`config.mk`:
```
export PLATFORM = sky130hd
export DESIGN_NAME = sd_spi_command_engine_flat
export DESIGN_NICKNAME = d
export VERILOG_FILES = /design/src/hdl/ssce_pkg.sv /design/src/hdl/ssce_if.sv /design/src/hdl/sd_spi_command_engine.sv /design/src/flat_wrapper.sv
export SDC_FILE = /design/constraint.sdc
export NUM_CORES = 1
export LEC_CHECK = 0
export ABC_AREA = 1
export BUFFER_PORTS_ARGS = -buffer_cell sky130_fd_sc_hd__buf_2
export CAP_MARGIN = 25
export CORE_MARGIN = 3
export CORE_UTILIZATION = 25
export DETAILED_ROUTE_END_ITERATION = 10
export HOLD_SLACK_MARGIN = 0.15
export PLACE_DENSITY_LB_ADDON = 0.15
export SYNTH_ARGS = -nofsm -noshare
export SYNTH_HDL_FRONTEND = slang
export SYNTH_SLANG_ARGS = --single-unit
```
`constraint.sdc`:
```
create_clock -name clk -period 3.7 [get_ports clk]
set_input_delay 0.74 -clock clk [delete_from_list [all_inputs] [get_ports clk]]
set_output_delay 0.74 -clock clk [all_outputs]
set_load 0.03 [all_outputs]
```
`src/hdl/ssce_pkg.sv`:
```
// ssce_pkg: shared constants, codes and crc7 helpers for the sd spi command engine
// no dependencies; used by the channel interfaces and the top level
`timescale 1ns / 1ps

package ssce_pkg;

	// field widths
	localparam int unsigned KIND_W   = 2;
	localparam int unsigned INDEX_W  = 6;
	localparam int unsigned ARG_W    = 32;
	localparam int unsigned BYTE_W   = 8;
	localparam int unsigned RLIM_W   = 14;
	localparam int unsigned TLIM_W   = 8;
	localparam int unsigned CFG_IDX_W = 1;
	localparam int unsigned CFG_W    = 14;
	localparam int unsigned CRC_W    = 7;
	localparam int unsigned CRC_MSG_W = INDEX_W + 2 + ARG_W;

	// result kinds
	localparam logic [KIND_W-1:0] KIND_FRAME = 2'd0;
	localparam logic [KIND_W-1:0] KIND_RESP  = 2'd1;
	localparam logic [KIND_W-1:0] KIND_ABORT = 2'd2;

	// request modes
	localparam logic MODE_ISSUE = 1'b0;
	localparam logic MODE_BYTE  = 1'b1;

	// configuration register indexes
	localparam logic [CFG_IDX_W-1:0] REG_READY_LIMIT = 1'd0;
	localparam logic [CFG_IDX_W-1:0] REG_RESP_LIMIT  = 1'd1;

	// reset values of the limits
	localparam logic [RLIM_W-1:0] READY_LIMIT_RST = 14'd16000;
	localparam logic [TLIM_W-1:0] RESP_LIMIT_RST  = 8'd253;

	// protocol constants
	localparam logic [BYTE_W-1:0]  BYTE_IDLE  = 8'hFF;
	localparam logic [1:0]         START_BITS = 2'b01;
	localparam logic [INDEX_W-1:0] STOP_INDEX = 6'd12;

	// crc7 (x^7+x^3+1) of a message, msb first, zero start
	function automatic logic [CRC_W-1:0] crc7_calc(input logic [CRC_MSG_W-1:0] msg);
		logic [CRC_W:0] crc;
		crc = '0;
		for (int k = CRC_MSG_W - 1; k >= 0; k--) begin
			crc = {crc[CRC_W-1:0], 1'b0};
			if (msg[k] ^ crc[CRC_W])
				crc = crc ^ 8'h09;
		end
		return crc[CRC_W-1:0];
	endfunction

	// crc contribution of each single message bit; the crc is linear
	function automatic logic [CRC_MSG_W*CRC_W-1:0] crc7_cols();
		logic [CRC_MSG_W*CRC_W-1:0] tbl;
		tbl = '0;
		for (int i = 0; i < CRC_MSG_W; i++)
			tbl[i*CRC_W +: CRC_W] = crc7_calc(CRC_MSG_W'(1) << i);
		return tbl;
	endfunction

	localparam logic [CRC_MSG_W*CRC_W-1:0] CRC7_COLS = crc7_cols();

endpackage

```
`src/hdl/ssce_if.sv`:
```
// ssce_req_if and ssce_rsp_if: valid/ready channels of the sd spi command engine
// depends on ssce_pkg for field widths
`timescale 1ns / 1ps

interface ssce_req_if;
	logic                             valid;
	logic                             ready;
	logic                             mode;
	logic [ssce_pkg::INDEX_W-1:0]     cmd_index;
	logic [ssce_pkg::ARG_W-1:0]       argument;
	logic [ssce_pkg::BYTE_W-1:0]      rx_byte;

	modport source (output valid, mode, cmd_index, argument, rx_byte, input ready);
	modport sink   (input valid, mode, cmd_index, argument, rx_byte, output ready);
endinterface

interface ssce_rsp_if;
	logic                             valid;
	logic                             ready;
	logic [ssce_pkg::KIND_W-1:0]      kind;
	logic [ssce_pkg::BYTE_W-1:0]      data_byte;
	logic                             last;
	logic                             timed_out;
	logic                             is_r1;
	logic                             in_idle;
	logic                             erase_reset;
	logic                             illegal_command;
	logic                             crc_error;
	logic                             erase_sequence_error;
	logic                             address_error;
	logic                             parameter_error;

	modport source (output valid, kind, data_byte, last, timed_out, is_r1, in_idle,
		erase_reset, illegal_command, crc_error, erase_sequence_error, address_error,
		parameter_error, input ready);
	modport sink   (input valid, kind, data_byte, last, timed_out, is_r1, in_idle,
		erase_reset, illegal_command, crc_error, erase_sequence_error, address_error,
		parameter_error, output ready);
endinterface

```
`src/hdl/sd_spi_command_engine.sv`:
```
// sd_spi_command_engine: a request waits in the input stage until the result buffer has
// room, is then processed, and its first result is registered in the result buffer.
// a ready byte yields six frame bytes, one per cycle while rsp.ready is high; while they
// drain, the input stage holds the next request. throughput otherwise one request/cycle
// while rsp.ready is high. arst_n (async, active low) clears to idle, limits 16000
// and 253, held command zero. depends on ssce_pkg and ssce_if
`timescale 1ns / 1ps

module sd_spi_command_engine (
	input  logic                              clk,
	input  logic                              arst_n,
	input  logic                              cfg_we,
	input  logic [ssce_pkg::CFG_IDX_W-1:0]    cfg_index,
	input  logic [ssce_pkg::CFG_W-1:0]        cfg_data,
	ssce_req_if.sink                          req,
	ssce_rsp_if.source                        rsp
);

	// phase codes
	localparam logic [1:0] PH_IDLE  = 2'd0;
	localparam logic [1:0] PH_READY = 2'd1;
	localparam logic [1:0] PH_STUFF = 2'd2;
	localparam logic [1:0] PH_RESP  = 2'd3;

	localparam int unsigned FRAME_LEN  = 6;
	localparam int unsigned CNT_W      = 3;
	localparam int unsigned REST_W     = (FRAME_LEN - 1) * ssce_pkg::BYTE_W;
	localparam int unsigned R1_FLAGS_W = 7;

	typedef struct packed {
		logic [ssce_pkg::KIND_W-1:0] kind;
		logic [ssce_pkg::BYTE_W-1:0] data_byte;
		logic                        last;
		logic                        timed_out;
		logic                        is_r1;
		logic [R1_FLAGS_W-1:0]       flags;
	} res_t;

	// configuration registers
	logic [ssce_pkg::RLIM_W-1:0] ready_limit_q;
	logic [ssce_pkg::TLIM_W-1:0] response_limit_q;

	always_ff @(posedge clk or negedge arst_n) begin
		if (!arst_n) begin
			ready_limit_q    <= ssce_pkg::READY_LIMIT_RST;
			response_limit_q <= ssce_pkg::RESP_LIMIT_RST;
		end else if (cfg_we) begin
			unique case (cfg_index)
				ssce_pkg::REG_READY_LIMIT: ready_limit_q <= cfg_data;
				ssce_pkg::REG_RESP_LIMIT:  response_limit_q <= cfg_data[ssce_pkg::TLIM_W-1:0];
				default: ;
			endcase
		end
	end

	// input stage
	logic                           v_s1;
	logic                           mode_s1;
	logic [ssce_pkg::INDEX_W-1:0]   idx_s1;
	logic [ssce_pkg::ARG_W-1:0]     arg_s1;
	logic [ssce_pkg::BYTE_W-1:0]    rx_s1;

	// result buffer
	res_t               res_q;
	logic [REST_W-1:0]  rest_q;
	logic [CNT_W-1:0]   cnt_q;

	logic buf_room;
	logic go;
	logic pop;

	assign pop      = (cnt_q != '0) && rsp.ready;
	assign buf_room = (cnt_q == '0) || ((cnt_q == CNT_W'(1)) && rsp.ready);
	assign go       = v_s1 && buf_room;
	assign req.ready = !v_s1 || go;

	always_ff @(posedge clk or negedge arst_n) begin
		if (!arst_n)
			v_s1 <= 1'b0;
		else if (req.ready)
			v_s1 <= req.valid;
	end

	always_ff @(posedge clk) begin
		if (req.ready && req.valid) begin
			mode_s1 <= req.mode;
			idx_s1  <= req.cmd_index;
			arg_s1  <= req.argument;
			rx_s1   <= req.rx_byte;
		end
	end

	// engine state
	logic [1:0]                   phase_q;
	logic [ssce_pkg::INDEX_W-1:0] held_index_q;
	logic [ssce_pkg::ARG_W-1:0]   held_argument_q;
	logic [ssce_pkg::RLIM_W-1:0]  wait_count_q;

	// frame and crc from the held command
	logic [ssce_pkg::CRC_MSG_W-1:0] msg;
	logic [ssce_pkg::CRC_W-1:0]     crc;

	always_comb begin
		msg = {ssce_pkg::START_BITS, held_index_q, held_argument_q};
		crc = '0;
		for (int i = 0; i < ssce_pkg::CRC_MSG_W; i++)
			if (msg[i])
				crc = crc ^ ssce_pkg::CRC7_COLS[i*ssce_pkg::CRC_W +: ssce_pkg::CRC_W];
	end

	// next state and result of the request in the input stage
	logic [1:0]                   phase_d;
	logic [ssce_pkg::RLIM_W-1:0]  wait_d;
	logic                         emit;
	logic                         emit_frame;
	res_t                         res_d;
	logic                         rx_idle;

	assign rx_idle = (rx_s1 == ssce_pkg::BYTE_IDLE);

	always_comb begin
		phase_d    = phase_q;
		wait_d     = wait_count_q;
		emit       = 1'b0;
		emit_frame = 1'b0;
		res_d      = '{kind: ssce_pkg::KIND_FRAME, data_byte: msg[ssce_pkg::CRC_MSG_W-1 -:
			ssce_pkg::BYTE_W], last: 1'b0, timed_out: 1'b0, is_r1: 1'b0, flags: '0};
		if (mode_s1 == ssce_pkg::MODE_ISSUE) begin
			phase_d = PH_READY;
			wait_d  = '0;
		end else begin
			unique case (phase_q)
				PH_READY: begin
					if (rx_idle) begin
						emit       = 1'b1;
						emit_frame = 1'b1;
						wait_d     = '0;
						phase_d    = (held_index_q == ssce_pkg::STOP_INDEX) ? PH_STUFF : PH_RESP;
					end else if (wait_count_q >= ready_limit_q) begin
						emit            = 1'b1;
						res_d.kind      = ssce_pkg::KIND_ABORT;
						res_d.data_byte = ssce_pkg::BYTE_IDLE;
						res_d.last      = 1'b1;
						phase_d         = PH_IDLE;
						wait_d          = '0;
					end else begin
						wait_d = wait_count_q + 1'b1;
					end
				end
				PH_STUFF: begin
					phase_d = PH_RESP;
					wait_d  = '0;
				end
				PH_RESP: begin
					if (wait_count_q > {{(ssce_pkg::RLIM_W - ssce_pkg::TLIM_W){1'b0}},
						response_limit_q}) begin
						emit            = 1'b1;
						res_d.kind      = ssce_pkg::KIND_RESP;
						res_d.data_byte = ssce_pkg::BYTE_IDLE;
						res_d.last      = 1'b1;
						res_d.timed_out = 1'b1;
						phase_d         = PH_IDLE;
						wait_d          = '0;
					end else if (!rx_idle) begin
						emit            = 1'b1;
						res_d.kind      = ssce_pkg::KIND_RESP;
						res_d.data_byte = rx_s1;
						res_d.last      = 1'b1;
						res_d.is_r1     = !rx_s1[ssce_pkg::BYTE_W-1];
						res_d.flags     = rx_s1[ssce_pkg::BYTE_W-1] ? '0 : rx_s1[R1_FLAGS_W-1:0];
						phase_d         = PH_IDLE;
						wait_d          = '0;
					end else begin
						wait_d = wait_count_q + 1'b1;
					end
				end
				default: ;
			endcase
		end
	end

	// state update
	always_ff @(posedge clk or negedge arst_n) begin
		if (!arst_n) begin
			phase_q         <= PH_IDLE;
			held_index_q    <= '0;
			held_argument_q <= '0;
			wait_count_q    <= '0;
		end else if (go) begin
			phase_q      <= phase_d;
			wait_count_q <= wait_d;
			if (mode_s1 == ssce_pkg::MODE_ISSUE) begin
				held_index_q    <= idx_s1;
				held_argument_q <= arg_s1;
			end
		end
	end

	// result buffer count
	always_ff @(posedge clk or negedge arst_n) begin
		if (!arst_n)
			cnt_q <= '0;
		else if (go && emit)
			cnt_q <= emit_frame ? CNT_W'(FRAME_LEN) : CNT_W'(1);
		else if (pop)
			cnt_q <= cnt_q - 1'b1;
	end

	// result payload; frame tail shifts out one byte per result taken
	always_ff @(posedge clk) begin
		if (go && emit) begin
			res_q  <= res_d;
			rest_q <= {msg[ssce_pkg::ARG_W-1:0], crc, 1'b1};
		end else if (pop && (cnt_q > CNT_W'(1))) begin
			res_q.data_byte <= rest_q[REST_W-1 -: ssce_pkg::BYTE_W];
			res_q.last      <= (cnt_q == CNT_W'(2));
			rest_q          <= {rest_q[REST_W-ssce_pkg::BYTE_W-1:0], {ssce_pkg::BYTE_W{1'b0}}};
		end
	end

	// result channel
	assign rsp.valid                = (cnt_q != '0);
	assign rsp.kind                 = res_q.kind;
	assign rsp.data_byte            = res_q.data_byte;
	assign rsp.last                 = res_q.last;
	assign rsp.timed_out            = res_q.timed_out;
	assign rsp.is_r1                = res_q.is_r1;
	assign rsp.in_idle              = res_q.flags[0];
	assign rsp.erase_reset          = res_q.flags[1];
	assign rsp.illegal_command      = res_q.flags[2];
	assign rsp.crc_error            = res_q.flags[3];
	assign rsp.erase_sequence_error = res_q.flags[4];
	assign rsp.address_error        = res_q.flags[5];
	assign rsp.parameter_error      = res_q.flags[6];

	// checks
	a_cnt_range: assert property (@(posedge clk) disable iff (!arst_n)
		cnt_q <= CNT_W'(FRAME_LEN))
		else $error("result buffer count out of range");

	a_frame_last: assert property (@(posedge clk) disable iff (!arst_n)
		(rsp.valid && (res_q.kind == ssce_pkg::KIND_FRAME)) |->
		(res_q.last == (cnt_q == CNT_W'(1))))
		else $error("frame last flag out of step with buffer count");

	a_single_result: assert property (@(posedge clk) disable iff (!arst_n)
		(rsp.valid && (res_q.kind != ssce_pkg::KIND_FRAME)) |-> (cnt_q == CNT_W'(1)) && res_q.last)
		else $error("response or abort not a single last result");

	a_no_overrun: assert property (@(posedge clk) disable iff (!arst_n)
		go |-> (cnt_q <= CNT_W'(1)))
		else $error("request processed while frame still draining");

	a_stuff_cmd12: assert property (@(posedge clk) disable iff (!arst_n)
		(phase_q == PH_STUFF) |-> (held_index_q == ssce_pkg::STOP_INDEX))
		else $error("stuff byte phase without stop command");

	a_flags_r1: assert property (@(posedge clk) disable iff (!arst_n)
		(rsp.valid && !res_q.is_r1) |-> (res_q.flags == '0))
		else $error("r1 flags set on a result that is not r1");

endmodule
```
`src/flat_wrapper.sv`:
```
// flat-port wrapper written by rule: the top's interface ports become plain ports
module sd_spi_command_engine_flat 
  (clk, arst_n, cfg_we, cfg_index, cfg_data, req_valid, req_mode, req_cmd_index, req_argument, req_rx_byte, req_ready, rsp_valid, rsp_kind, rsp_data_byte, rsp_last, rsp_timed_out, rsp_is_r1, rsp_in_idle, rsp_erase_reset, rsp_illegal_command, rsp_crc_error, rsp_erase_sequence_error, rsp_address_error, rsp_parameter_error, rsp_ready);
  ssce_req_if req_i ();
  ssce_rsp_if rsp_i ();
  input  logic clk;
  input  logic arst_n;
  input  logic cfg_we;
  input  logic [ssce_pkg::CFG_IDX_W-1:0] cfg_index;
  input  logic [ssce_pkg::CFG_W-1:0] cfg_data;
  input wire logic [$bits(req_i.valid)-1:0] req_valid;
  input wire logic [$bits(req_i.mode)-1:0] req_mode;
  input wire logic [$bits(req_i.cmd_index)-1:0] req_cmd_index;
  input wire logic [$bits(req_i.argument)-1:0] req_argument;
  input wire logic [$bits(req_i.rx_byte)-1:0] req_rx_byte;
  output wire logic [$bits(req_i.ready)-1:0] req_ready;
  output wire logic [$bits(rsp_i.valid)-1:0] rsp_valid;
  output wire logic [$bits(rsp_i.kind)-1:0] rsp_kind;
  output wire logic [$bits(rsp_i.data_byte)-1:0] rsp_data_byte;
  output wire logic [$bits(rsp_i.last)-1:0] rsp_last;
  output wire logic [$bits(rsp_i.timed_out)-1:0] rsp_timed_out;
  output wire logic [$bits(rsp_i.is_r1)-1:0] rsp_is_r1;
  output wire logic [$bits(rsp_i.in_idle)-1:0] rsp_in_idle;
  output wire logic [$bits(rsp_i.erase_reset)-1:0] rsp_erase_reset;
  output wire logic [$bits(rsp_i.illegal_command)-1:0] rsp_illegal_command;
  output wire logic [$bits(rsp_i.crc_error)-1:0] rsp_crc_error;
  output wire logic [$bits(rsp_i.erase_sequence_error)-1:0] rsp_erase_sequence_error;
  output wire logic [$bits(rsp_i.address_error)-1:0] rsp_address_error;
  output wire logic [$bits(rsp_i.parameter_error)-1:0] rsp_parameter_error;
  input wire logic [$bits(rsp_i.ready)-1:0] rsp_ready;
  assign req_i.valid = req_valid;
  assign req_i.mode = req_mode;
  assign req_i.cmd_index = req_cmd_index;
  assign req_i.argument = req_argument;
  assign req_i.rx_byte = req_rx_byte;
  assign req_ready = req_i.ready;
  assign rsp_valid = rsp_i.valid;
  assign rsp_kind = rsp_i.kind;
  assign rsp_data_byte = rsp_i.data_byte;
  assign rsp_last = rsp_i.last;
  assign rsp_timed_out = rsp_i.timed_out;
  assign rsp_is_r1 = rsp_i.is_r1;
  assign rsp_in_idle = rsp_i.in_idle;
  assign rsp_erase_reset = rsp_i.erase_reset;
  assign rsp_illegal_command = rsp_i.illegal_command;
  assign rsp_crc_error = rsp_i.crc_error;
  assign rsp_erase_sequence_error = rsp_i.erase_sequence_error;
  assign rsp_address_error = rsp_i.address_error;
  assign rsp_parameter_error = rsp_i.parameter_error;
  assign rsp_i.ready = rsp_ready;
  sd_spi_command_engine u_core (.clk(clk), .arst_n(arst_n), .cfg_we(cfg_we), .cfg_index(cfg_index), .cfg_data(cfg_data), .req(req_i), .rsp(rsp_i));
endmodule
```
==> qor.txt <==
Maxcap violations -> 0
Synth cell types -> 42
Crit Path Class -> reg -> reg
DR pass1 iterations -> 5
Post-synth EDFFs -> 106
Detailed Place HPWL -> 17.6 mm
CP max stage delay -> 0.52 ns
CTS root buffer -> clkbuf_16
Buf/Inv on CP -> 3
Bufs on Longest Clock Path -> 2
Placement Setup Slack -> 0.773 ns
Post-CTS setup buffer count -> 0
Setup TNS -> 0 ns
Clock Sinks -> 187
Post-synth top cells -> 212 x nand2_1, 113 x inv_1, 106 x edfxtp_1
Startpoint Class -> flip-flop
Min-Delay Path Class -> in -> async
P per Cell Area -> 929 nW/um^2
Status -> complete, no violations
Initial antenna violation count -> 1
Die ar. -> 40200 sq um
IO Port Bufs -> 88
Most used flip-flop cell after synthesis -> edfxtp_1
Setup ws final -> 0.789 ns
R2R depth -> 12
Largest cells by area after synthesis -> edfxtp_1 34%, dfrtp_1 18%, nand2_1 8.4%
Lkg Pwr -> 4.93 nW
Fin cells -> 1561
Placed insts -> 1529
Syn_area_per_cell -> 9.83 sq um
Share of the synthesized area in the top cell type -> 33.6%
Ant. Diodes -> 0
Drt wl/cell -> 15.4 microns
RSZ-0062 raised after global routing -> no
Most frequent cell after synthesis -> nand2_1
Vias per std cell -> 4.16
Placeable Area -> 37000 sq um
Grt total ovfl -> 0
Number of global-route vias before repair -> 6439
CTS tree -> built
Filler instances -> 3931
# hold bufs at CTS -> 0
Post-synth top area cell -> edfxtp_1
Layout cell share with drive strength beyond 1 -> 18.4%
DRC errors left -> 0
Final setup vio count -> 0
Ys Warns -> 0
Clock-pin slew on the worst setup and hold paths -> 0.07 ns
Max FO, Critical Path -> 43
Gpl congestion -> 0.833
Post-Syn Instances -> 963
Initial drt markers -> 485
Worst slew margin -> 41.6%
First-pass GRT wire length -> 38.3 mm
TritonCTS Buffers -> 17
Die X -> 201 microns
Htree depth -> 4
Area Overhead vs Synth -> 15.9%
Seq cells post-synth -> 187
Tcrit/Tclk final -> 78.7%
Minimum clock period -> 2.91 ns
Vias -> 6501
Clock latency at the later pin of the worst-skew pair -> 0.45 ns
Rows -> 70
WP data arrival -> 2.99 ns
Syn nets -> 1057
Post-CTS sizing -> 0
Worst EP required -> 3.78 ns
Final Max Tran Viols -> 0
Slowest CP cell -> dfstp_2
Worst Tran Pin Value -> 0.874 ns
Die Y -> 201 microns
Delay-heaviest family, CP -> simple AND/OR/NAND/NOR gates
Synthesized cell area -> 9470 sq um
I/O Pins -> 89
Routed wire length -> 24.1 mm
Critical Path Sink Type -> flip-flop
Fin. Hold Viols -> 0
Fmax -> 343 MHz
Clock skew -> 0.0145 ns
DRT antenna net count -> 0
Tot GR Track Use -> 12.2%
CP Depth -> 12
Critical Path, Cell by Cell -> inv_1 > ha_1 > nand2_1 > nor3_1 > nand3_1 > nand4_2 > nand2_1 > nand2_4 > nand2_4 > inv_2 > or2_2 > buf_4
Nets -> 1138
Initial Util -> 25.6%
Asr flop ratio synth -> 42.8%
Pin count of the biggest net entering global routing -> 70
Post-synthesis sequential area ratio -> 55.2%
VDD IR max -> 381 uV
-- placed cells by master, fill, tap and decap left out, types with 2 or more instances in the layout --
| cell | netlist | layout |
|---|---|---|
| inv_1 | 113 | 112 |
| mux2_2 | 24 | 24 |
| xor2_1 | 47 | 47 |
| dfrtp_1 | 67 | 67 |
| nand2_4 | 2 | 2 |
| dfstp_2 | 13 | 13 |
| inv_2 | 3 | 4 |
| a21oi_2 | 3 | 3 |
| ha_1 | 27 | 27 |
| xnor2_1 | 49 | 49 |
| buf_4 | 3 | 11 |
| o22ai_1 | 9 | 9 |
| a21oi_1 | 35 | 35 |
| inv_6 | 0 | 4 |
| nand3_1 | 63 | 63 |
| nand2_1 | 212 | 211 |
| or2_2 | 4 | 5 |
| o21ai_0 | 49 | 49 |
| clkinv_4 | 0 | 2 |
| clkinv_2 | 0 | 2 |
| nor2_2 | 4 | 4 |
| nor3_1 | 9 | 9 |
| clkinvlp_4 | 0 | 2 |
| nand2_2 | 5 | 6 |
| nor2_1 | 61 | 61 |
| nand4_1 | 8 | 8 |
| edfxtp_1 | 106 | 106 |
| buf_2 | 16 | 87 |
| clkbuf_1 | 10 | 2 |
| clkbuf_16 | 0 | 18 |
-- per-stage QoR --
stage	utilization (%)	instance area [sq um]	power [mW]	hold WS, ns
after global placement	28.2	10400	8.46	0.460
after detailed placement	28.2	10400	8.51	0.464
final	29.7	11000	10.2	0.279
after CTS	29.7	11000	10.3	0.275
after floorplan	-	9470	7.22	0.444
after global routing	29.7	11000	11.2	0.295
-- path summary, 6_finish.rpt --
| check | startpoint | endpoint | slack [ns] |
|---|---|---|---|
| min | arst_n | u_core.held_index_q[3] | 0.28 |
| max | u_core.ready_limit_q[13] | u_core.rest_q[4] | 0.79 |
| min reg2reg | u_core.rest_q[0] | u_core.rest_q[0] | 0.47 |
| min in group clk | req_argument[28] | u_core.arg_s1[28] | 0.47 |
| max in group asynchronous | arst_n | u_core.response_limit_q[7] | 2.66 |
| max reg2reg | u_core.ready_limit_q[13] | u_core.rest_q[4] | 0.79 |
-- per-layer routing --
layer	GRT usage [%]	routed length (microns)
met1	18.3	12400
met2	17.8	10500
met3	2.71	969
met4	3.16	237
met5	0	20
-- report_power, final --
| group | switching (mW) | internal [mW] | leakage (nW) |
|---|---|---|---|
| combinational | 2.88 | 1.91 | 2.67 |
| sequential | 0.665 | 2.94 | 1.99 |
| clock | 0.851 | 0.927 | 0.270 |
| total | 4.40 | 5.78 | 4.93 |
-- kinds of logic (layout without fill, tap and decap cells) --
logic type | after synthesis | in the layout | synth area share (%)
flops | 187 | 187 | 55.2
mux | 24 | 24 | 2.86
xor+xnor | 96 | 96 | 8.88
buf+inv | 153 | 247 | 6.81
fa+ha+maj | 27 | 27 | 3.57
simple gates | 374 | 374 | 16.7
compound gates | 102 | 102 | 5.97
-- cell type report --
class / count / area, sq um / area share [%]
clock inverters: 11 / 83.8 / 0.764
multi-input cells: 623 / 3600 / 32.8
flip-flops and latches: 187 / 5220 / 47.6
clock buffers: 21 / 472 / 4.30
repair buffers: 98 / 518 / 4.72
well taps: 504 / 631 / 5.75
inverters: 117 / 439 / 4.00
-- state kept, by name, indices dropped and copies added, names as in the netlist, 3 cells and up --
| register | flops |
|---|---|
| u_core.arg_s1 | 32 |
| u_core.wait_count_q | 14 |
| u_core.rx_s1 | 8 |
| u_core.idx_s1 | 6 |
| u_core.cnt_q | 3 |
| u_core.rsp.data_byte | 8 |
| u_core.held_argument_q | 32 |
| u_core.held_index_q | 6 |
| u_core.rest_q | 40 |
| u_core.ready_limit_q | 14 |
| u_core.response_limit_q | 8 |
Note: power is estimated with default switching activity, not from simulation.
